==> config.mk <==
export PLATFORM = sky130hd
export DESIGN_NAME = beaufort_cipher_stream
export DESIGN_NICKNAME = d
export VERILOG_FILES = /design/src/rtl/bfc_pkg.sv /design/src/rtl/bfc_ctrl.sv /design/src/rtl/bfc_datapath.sv /design/src/rtl/beaufort_cipher_stream.sv
export SDC_FILE = /design/constraint.sdc
export NUM_CORES = 1
export LEC_CHECK = 0
export BUFFER_PORTS_ARGS = -buffer_cell sky130_fd_sc_hd__buf_2
export CAP_MARGIN = 20
export CORE_MARGIN = 2
export CORE_UTILIZATION = 28
export CTS_BUF_LIST = sky130_fd_sc_hd__clkbuf_16
export CTS_CLUSTER_SIZE = 25
export DETAILED_ROUTE_END_ITERATION = 10
export GPL_TIMING_DRIVEN = 0
export PLACE_DENSITY = 0.42
export SYNTH_ARGS = -nofsm -noshare
export SYNTH_HDL_FRONTEND = slang
export SYNTH_SLANG_ARGS = --single-unit
==> constraint.sdc <==
create_clock -name clk_i -period 14.6 [get_ports clk_i]
set_clock_uncertainty 0.15 [all_clocks]
set_input_delay 0.73 -clock clk_i [delete_from_list [all_inputs] [get_ports clk_i]]
set_output_delay 0.73 -clock clk_i [all_outputs]
set_load 0.1 [all_outputs]
==> src/rtl/bfc_pkg.sv <==
// ----------------------------------------------------------------------------
// bfc_pkg
// Shared types, constants and letter helpers for the Beaufort cipher stream.
// ----------------------------------------------------------------------------
package bfc_pkg;

  // Key store geometry: fixed by the width of the key registers.
  localparam int KEY_BYTES   = 32;
  localparam int KEY_MAX_DEF = 32;
  localparam int LEN_W       = 6;
  localparam int POS_W       = 5;
  localparam int CFG_IDX_W   = 3;
  localparam int CFG_DATA_W  = 64;

  // Configuration register indexes.
  localparam logic [CFG_IDX_W-1:0] CFG_KEY_LENGTH = 3'd0;
  localparam logic [CFG_IDX_W-1:0] CFG_KEY_W0     = 3'd1;
  localparam logic [CFG_IDX_W-1:0] CFG_KEY_W1     = 3'd2;
  localparam logic [CFG_IDX_W-1:0] CFG_KEY_W2     = 3'd3;
  localparam logic [CFG_IDX_W-1:0] CFG_KEY_W3     = 3'd4;

  localparam logic [7:0] CHAR_UA = 8'h41;  // 'A'
  localparam logic [7:0] CHAR_UZ = 8'h5A;  // 'Z'
  localparam logic [7:0] CHAR_LA = 8'h61;  // 'a'
  localparam logic [7:0] CHAR_LZ = 8'h7A;  // 'z'
  localparam logic [5:0] ALPHA_N = 6'd26;

  // Controller to datapath.
  typedef struct packed {
    logic start;   // latch the accepted item and seed the key search
    logic step;    // advance the key search by one byte
    logic finish;  // load the output register and commit the key position
  } bfc_cmd_t;

  // Datapath to controller.
  typedef struct packed {
    logic found;      // key byte under the search pointer is a letter
    logic exhausted;  // every key byte in use was tried (or no key)
  } bfc_sts_t;

  function automatic logic is_upper(input logic [7:0] c);
    return (c >= CHAR_UA) && (c <= CHAR_UZ);
  endfunction

  function automatic logic is_lower(input logic [7:0] c);
    return (c >= CHAR_LA) && (c <= CHAR_LZ);
  endfunction

  function automatic logic is_letter(input logic [7:0] c);
    return is_upper(c) || is_lower(c);
  endfunction

  // Alphabet index 0..25; only meaningful for letters.
  function automatic logic [4:0] letter_idx(input logic [7:0] c);
    logic [7:0] d;
    d = is_upper(c) ? (c - CHAR_UA) : (c - CHAR_LA);
    return d[4:0];
  endfunction

endpackage

==> src/rtl/bfc_ctrl.sv <==
// ----------------------------------------------------------------------------
// bfc_ctrl
// Sequencer for one item at a time: accept, key search, output handoff.
// ----------------------------------------------------------------------------
module bfc_ctrl (
  input  logic              clk_i,
  input  logic              rst_ni,
  input  logic              in_valid_i,
  output logic              in_stall_o,
  output logic              out_valid_o,
  input  logic              out_stall_i,
  input  bfc_pkg::bfc_sts_t sts_i,
  output bfc_pkg::bfc_cmd_t cmd_o
);

  localparam logic [1:0] ST_IDLE   = 2'd0;
  localparam logic [1:0] ST_SEARCH = 2'd1;
  localparam logic [1:0] ST_HOLD   = 2'd2;

  logic [1:0] state_q, state_d;
  logic       out_valid_q, out_valid_d;
  logic       out_free;
  logic       done;

  assign out_free = !out_valid_q || !out_stall_i;
  assign done     = sts_i.exhausted || sts_i.found;

  always_comb begin
    state_d = state_q;
    cmd_o   = '0;
    unique case (state_q)
      ST_IDLE: begin
        if (in_valid_i) begin
          cmd_o.start = 1'b1;
          state_d     = ST_SEARCH;
        end
      end
      ST_SEARCH: begin
        if (!done) begin
          cmd_o.step = 1'b1;
        end else if (out_free) begin
          cmd_o.finish = 1'b1;
          state_d      = ST_IDLE;
        end else begin
          state_d = ST_HOLD;
        end
      end
      ST_HOLD: begin
        if (out_free) begin
          cmd_o.finish = 1'b1;
          state_d      = ST_IDLE;
        end
      end
      default: state_d = ST_IDLE;
    endcase
  end

  assign out_valid_d = cmd_o.finish ? 1'b1 : (out_valid_q && out_stall_i);

  always_ff @(posedge clk_i or negedge rst_ni) begin
    if (!rst_ni) begin
      state_q     <= ST_IDLE;
      out_valid_q <= 1'b0;
    end else begin
      state_q     <= state_d;
      out_valid_q <= out_valid_d;
    end
  end

  assign in_stall_o  = (state_q != ST_IDLE);
  assign out_valid_o = out_valid_q;

endmodule

==> src/rtl/bfc_datapath.sv <==
// ----------------------------------------------------------------------------
// bfc_datapath
// Key registers, key search pointer, cipher arithmetic and output register.
// ----------------------------------------------------------------------------
module bfc_datapath #(
  parameter int KEY_MAX = bfc_pkg::KEY_MAX_DEF
) (
  input  logic                             clk_i,
  input  logic                             rst_ni,
  input  logic                             cfg_we_i,
  input  logic [bfc_pkg::CFG_IDX_W-1:0]    cfg_index_i,
  input  logic [bfc_pkg::CFG_DATA_W-1:0]   cfg_wdata_i,
  input  logic [7:0]                       text_byte_i,
  input  logic                             message_start_i,
  input  bfc_pkg::bfc_cmd_t                cmd_i,
  output bfc_pkg::bfc_sts_t                sts_o,
  output logic [7:0]                       result_byte_o,
  output logic                             key_invalid_o
);

  localparam logic [bfc_pkg::LEN_W-1:0] KeyMaxL = bfc_pkg::LEN_W'(KEY_MAX);

  logic [bfc_pkg::KEY_BYTES-1:0][7:0] key_q;
  logic [bfc_pkg::LEN_W-1:0]          key_len_q;
  logic [bfc_pkg::LEN_W-1:0]          len_eff;

  logic [bfc_pkg::POS_W-1:0] pos_q, ptr_q, ptr_d, ptr_nx, ptr_init;
  logic [bfc_pkg::LEN_W-1:0] cnt_q, cnt_d;
  logic [7:0]                text_q;
  logic [7:0]                out_byte_q;
  logic                      out_inv_q;

  logic [7:0] key_byte;
  logic       text_letter;
  logic [5:0] diff;
  logic [5:0] vsum;
  logic [7:0] cipher_byte;

  // Configuration registers.
  always_ff @(posedge clk_i or negedge rst_ni) begin
    if (!rst_ni) begin
      key_q     <= '0;
      key_len_q <= '0;
    end else if (cfg_we_i) begin
      unique case (cfg_index_i)
        bfc_pkg::CFG_KEY_LENGTH: key_len_q     <= cfg_wdata_i[bfc_pkg::LEN_W-1:0];
        bfc_pkg::CFG_KEY_W0:     key_q[7:0]    <= cfg_wdata_i;
        bfc_pkg::CFG_KEY_W1:     key_q[15:8]   <= cfg_wdata_i;
        bfc_pkg::CFG_KEY_W2:     key_q[23:16]  <= cfg_wdata_i;
        bfc_pkg::CFG_KEY_W3:     key_q[31:24]  <= cfg_wdata_i;
        default: ;
      endcase
    end
  end

  assign len_eff = (key_len_q > KeyMaxL) ? KeyMaxL : key_len_q;

  // Key search.
  assign key_byte = key_q[ptr_q];
  assign ptr_nx   = ((bfc_pkg::LEN_W'(ptr_q) + 1'b1) == len_eff) ? '0 : (ptr_q + 1'b1);
  assign ptr_init = (message_start_i || (bfc_pkg::LEN_W'(pos_q) >= len_eff)) ? '0 : pos_q;

  assign sts_o.found     = bfc_pkg::is_letter(key_byte);
  assign sts_o.exhausted = (cnt_q == len_eff);

  always_comb begin
    ptr_d = ptr_q;
    cnt_d = cnt_q;
    if (cmd_i.start) begin
      ptr_d = ptr_init;
      cnt_d = '0;
    end else if (cmd_i.step) begin
      ptr_d = ptr_nx;
      cnt_d = cnt_q + 1'b1;
    end
  end

  always_ff @(posedge clk_i) begin
    ptr_q <= ptr_d;
    cnt_q <= cnt_d;
    if (cmd_i.start) begin
      text_q <= text_byte_i;
    end
  end

  // Cipher: (key - letter) mod 26, case taken from the text byte.
  assign text_letter = bfc_pkg::is_letter(text_q);
  assign diff        = {1'b0, bfc_pkg::letter_idx(key_byte)} + bfc_pkg::ALPHA_N
                       - {1'b0, bfc_pkg::letter_idx(text_q)};
  assign vsum        = (diff >= bfc_pkg::ALPHA_N) ? (diff - bfc_pkg::ALPHA_N) : diff;
  assign cipher_byte = (bfc_pkg::is_upper(text_q) ? bfc_pkg::CHAR_UA : bfc_pkg::CHAR_LA)
                       + {2'b00, vsum};

  // Key position: cleared at message start, advanced past the used key letter.
  always_ff @(posedge clk_i or negedge rst_ni) begin
    if (!rst_ni) begin
      pos_q <= '0;
    end else if (cmd_i.start && message_start_i) begin
      pos_q <= '0;
    end else if (cmd_i.finish && !sts_o.exhausted && text_letter) begin
      pos_q <= ptr_nx;
    end
  end

  // Output register.
  always_ff @(posedge clk_i) begin
    if (cmd_i.finish) begin
      out_inv_q <= sts_o.exhausted;
      if (sts_o.exhausted) begin
        out_byte_q <= '0;
      end else if (text_letter) begin
        out_byte_q <= cipher_byte;
      end else begin
        out_byte_q <= text_q;
      end
    end
  end

  assign result_byte_o = out_byte_q;
  assign key_invalid_o = out_inv_q;

endmodule

==> src/rtl/beaufort_cipher_stream.sv <==
// ----------------------------------------------------------------------------
// beaufort_cipher_stream
// Byte stream Beaufort cipher (self-inverse) with a configurable ASCII key.
// ----------------------------------------------------------------------------
// Usage:
//   Input channel (in_valid_i / in_stall_o) carries one text byte and a
//   message_start flag per transfer; message_start rewinds the key to its
//   first letter. Output channel (out_valid_o / out_stall_i) carries the
//   result byte and key_invalid. Every input transfer yields one output.
//   Key registers are written through cfg_we_i / cfg_index_i / cfg_wdata_i
//   while the block is idle: index 0 is key_length, 1..4 the key words.
//   Timing: the key search walks one key byte per cycle from the current
//   key position until it hits a letter, so an item finishes soonest when
//   the key byte at the position is a letter and takes longer when
//   non-letter key bytes must be skipped; it walks every key byte in use
//   when the key holds no letter at all. The search loop sets the rate;
//   one item is in flight at a time.
//   The output register lets the next item be taken while a result still
//   waits; if out_stall_i holds, a finished search waits in place and the
//   input stays stalled. Reset clears the key registers, the key position
//   and the output valid flag.
// ----------------------------------------------------------------------------
module beaufort_cipher_stream #(
  parameter int KEY_MAX = bfc_pkg::KEY_MAX_DEF
) (
  input  logic                           clk_i,
  input  logic                           rst_ni,
  // configuration write port
  input  logic                           cfg_we_i,
  input  logic [bfc_pkg::CFG_IDX_W-1:0]  cfg_index_i,
  input  logic [bfc_pkg::CFG_DATA_W-1:0] cfg_wdata_i,
  // input channel
  input  logic                           in_valid_i,
  output logic                           in_stall_o,
  input  logic [7:0]                     text_byte_i,
  input  logic                           message_start_i,
  // output channel
  output logic                           out_valid_o,
  input  logic                           out_stall_i,
  output logic [7:0]                     result_byte_o,
  output logic                           key_invalid_o
);

  bfc_pkg::bfc_cmd_t cmd;
  bfc_pkg::bfc_sts_t sts;

  // Sequencer: accept, search, hand off.
  bfc_ctrl u_ctrl (
    .clk_i       (clk_i),
    .rst_ni      (rst_ni),
    .in_valid_i  (in_valid_i),
    .in_stall_o  (in_stall_o),
    .out_valid_o (out_valid_o),
    .out_stall_i (out_stall_i),
    .sts_i       (sts),
    .cmd_o       (cmd)
  );

  // Key store, search pointer and cipher arithmetic.
  bfc_datapath #(
    .KEY_MAX (KEY_MAX)
  ) u_datapath (
    .clk_i           (clk_i),
    .rst_ni          (rst_ni),
    .cfg_we_i        (cfg_we_i),
    .cfg_index_i     (cfg_index_i),
    .cfg_wdata_i     (cfg_wdata_i),
    .text_byte_i     (text_byte_i),
    .message_start_i (message_start_i),
    .cmd_i           (cmd),
    .sts_o           (sts),
    .result_byte_o   (result_byte_o),
    .key_invalid_o   (key_invalid_o)
  );

endmodule

==> flow_metrics.env <==
export IMPL_clock_latency_ns=0.57
export IMPL_core_area_um2=51400
export IMPL_via_count=9368
export IMPL_grt_max_degree=109
export IMPL_powerDensity_nw_per_um2=261
export IMPL_cts_root_buffer="clkbuf_16"
export IMPL_initial_utilization=0.283
export IMPL_nFillCells=5124
export IMPL_grt_pass1_vias=9642
export IMPL_syn_avg_cell_area_um2=13.5
export IMPL_nNetsFinal=1334
export IMPL_multiInputGateArea_um2=6530
export IMPL_endpoint_kind="flip-flop"
export IMPL_ys_ff_latch=298
export IMPL_critPathKind="reg -> reg"
export IMPL_wl_per_cell_um=23.9
export IMPL_synth_edff_count=22
export IMPL_tightest_slew_ns=1.11
export IMPL_ios=92
export IMPL_synth_async_reset_ratio=0.906
export IMPL_drt_total_wl_um=46100
export IMPL_hold_ws_ns=0.208
export IMPL_tritoncts="yes"
export IMPL_status="finished, final reports clean"
export IMPL_clockBufferDepth=3
export IMPL_hold_path_class="in -> reg"
export IMPL_vias_per_cell=4.85
export IMPL_power_total_mw=4.51
export IMPL_clkTransAtPathRegs_ns=0.06
export IMPL_post_cts_buffers=0
export IMPL_setup_viol=0
export IMPL_clock_sinks=298
export IMPL_layout_common_cells="dfrtp_1, mux2_2, buf_2"
export IMPL_post_route_min_period_ns=5.91
export IMPL_die_area_um2=53900
export IMPL_rsz0062_at_grt="no"
export IMPL_final_common_cell="dfrtp_1"
export IMPL_io_buffers=89
export IMPL_drt_iter0_drc=553
export IMPL_fp_row_count=83
export IMPL_max_cap_viol_count=0
export IMPL_netlist_area_um2=14600
export IMPL_seqCellArea_um2=7540
export IMPL_maxSlewViolCount=0
export IMPL_dp_hpwl_um=33200
export IMPL_crit_path_max_fanout=10
export IMPL_synth_cell_types=73
export IMPL_h_tree_depth=2
export IMPL_place_congestion=0.798
export IMPL_yosys_area_top_type="dfrtp_1"
export IMPL_final_util=0.337
export IMPL_grt_ovfl_total=0
export IMPL_netlist_instances=1079
export IMPL_synth_area_top_cells="dfrtp_1, mux2_2, mux2i_1"
export IMPL_fin_crit_sh=0.405
export IMPL_syn_nets=1190
export IMPL_drive_gt1_frac=0.377
export IMPL_track_usage=0.175
export IMPL_slew_headroom=0.261
export IMPL_ys_warn_count=0
export IMPL_ant_nets=0
export IMPL_arrival_ns=6.06
export IMPL_die_y_um=232
export IMPL_cts_resized_gates=0
export IMPL_setup_tns_final_ns=0
export IMPL_drc=0
export IMPL_max_vdd_ir_drop_mv=0.209
export IMPL_seq_area_frac_synth=0.518
export IMPL_die_w_um=232
export IMPL_dr_pass1_iters=6
export IMPL_syn_to_final_growth_pct=18.8
export IMPL_antenna_found_initial=0
export IMPL_power_leakage_nw=7.41
export IMPL_synth_top_area_share=0.464
export IMPL_fmax_mhz=169
export IMPL_grt_pass1_wl_um=67900
export IMPL_synth_ff_type="dfrtp_1"
export IMPL_cts_made_buffers=38
export IMPL_cp_required_ns=14.75
export IMPL_startpoint_type="flip-flop"
export IMPL_hold_viol=0
Yosys cell counts, drive strengths merged (18+ instances only):
library cell / number
a22oi: 26
buf: 24
clkbuf: 35
dfrtp: 270
edfxtp: 22
ha: 29
inv: 36
mux2: 266
mux2i: 74
mux4: 25
nand2: 41
nand3: 18
nor2: 30
o21ai: 20
xnor2: 18
final timing paths:
check / slack (ns) / cells after the start / start / endpoint
worst max-delay path: 8.69 / 20 / u_datapath.ptr_q[2] / u_datapath.result_byte_o[5]
max in group asynchronous: 12.76 / 3 / rst_ni / u_datapath.key_q[139]
worst min-delay path: 0.21 / 1 / text_byte_i[7] / u_datapath.text_q[7]
min in group asynchronous: 0.57 / 2 / rst_ni / u_datapath.key_q[31]
worst max register to register: 8.69 / 20 / u_datapath.ptr_q[2] / u_datapath.result_byte_o[5]
worst min register to register: 0.35 / 1 / u_datapath.key_q[89] / u_datapath.key_q[89]
sequential cells by signal, indices dropped and copies added, names as in the netlist:
| register | cells |
|---|---|
| u_ctrl.out_valid_o | 1 |
| u_ctrl.state_q | 2 |
| u_datapath.cnt_q | 6 |
| u_datapath.key_invalid_o | 1 |
| u_datapath.key_len_q | 6 |
| u_datapath.key_q | 256 |
| u_datapath.pos_q | 5 |
| u_datapath.ptr_q | 5 |
| u_datapath.result_byte_o | 8 |
| u_datapath.text_q | 8 |
power by group:
group          internal [mW]  switching [mW]  total (mW)
Combinational           1.05            1.40        2.45
Sequential              1.06           0.107        1.16
Clock                  0.513           0.383       0.896
logic make-up (layout without fill, tap and decap cells):
family	count (synthesis)	after routing	share of synthesized area
and+or+nand+nor	148	148	0.0503
adders and majority gates	30	30	0.0263
muxes	365	365	0.297
buffers and inverters	97	269	0.0347
AOI/OAI and AO/OA	112	112	0.0567
other	0	1	0
xor gates and xnor gates	29	29	0.0174
DFF	298	298	0.518
what timing repair did:
| item | CTS | global route |
|---|---|---|
| hold buffers | 1 | 0 |
| endpoints found under the hold margin | 57 | 0 |
| setup endpoints to repair | 0 | 0 |
stage by stage:
stage / std cells / setup WS, ns / instance area (µm²)
2_1_floorplan: 1079 / 9.78 / 14600
3_3_place_gp: 1848 / 7.23 / 15900
3_5_place_dp: 1860 / 8.78 / 16100
4_1_cts: 1929 / 8.72 / 17300
6_report: 1932 / 8.69 / 17300
5_1_grt: 1931 / 8.39 / 17300
layer usage:
layer,share of wire,track usage,vias to the layer above
met5,0,0,-
met4,0.027,0.0597,0
met3,0.042,0.0264,66
met2,0.45,0.274,209
met1,0.48,0.246,4844
li1,-,-,4249
critical path, cell delays in order (launching register included):
cell and delay [ns]:
edfxtp_1 0.54, buf_2 0.42, clkbuf_1 0.58, inv_1 0.29, nand3_1 0.15, nand4_1 0.10, and4_1 0.28, ha_1 0.34
ha_1 0.28, inv_1 0.04, ha_1 0.21, fa_1 0.40, a21o_1 0.17, a21oi_1 0.17, xnor2_1 0.15, a21oi_1 0.31
mux2i_1 0.35, and3_1 0.23, and3_1 0.21, xor2_1 0.08, o21a_1 0.18
area by class of cell:
| type | count | area share |
|---|---|---|
| diodes | 1 | 0.000145 |
| plain buffers | 59 | 0.0210 |
| clock buffers | 38 | 0.0550 |
| clock inverters | 30 | 0.0131 |
| inverters | 38 | 0.00825 |
| multi-input cells | 684 | 0.377 |
| flip-flops and latches | 298 | 0.436 |
| well taps | 680 | 0.0492 |
| repair buffers | 104 | 0.0404 |
Power figures use the tool's default switching activity.
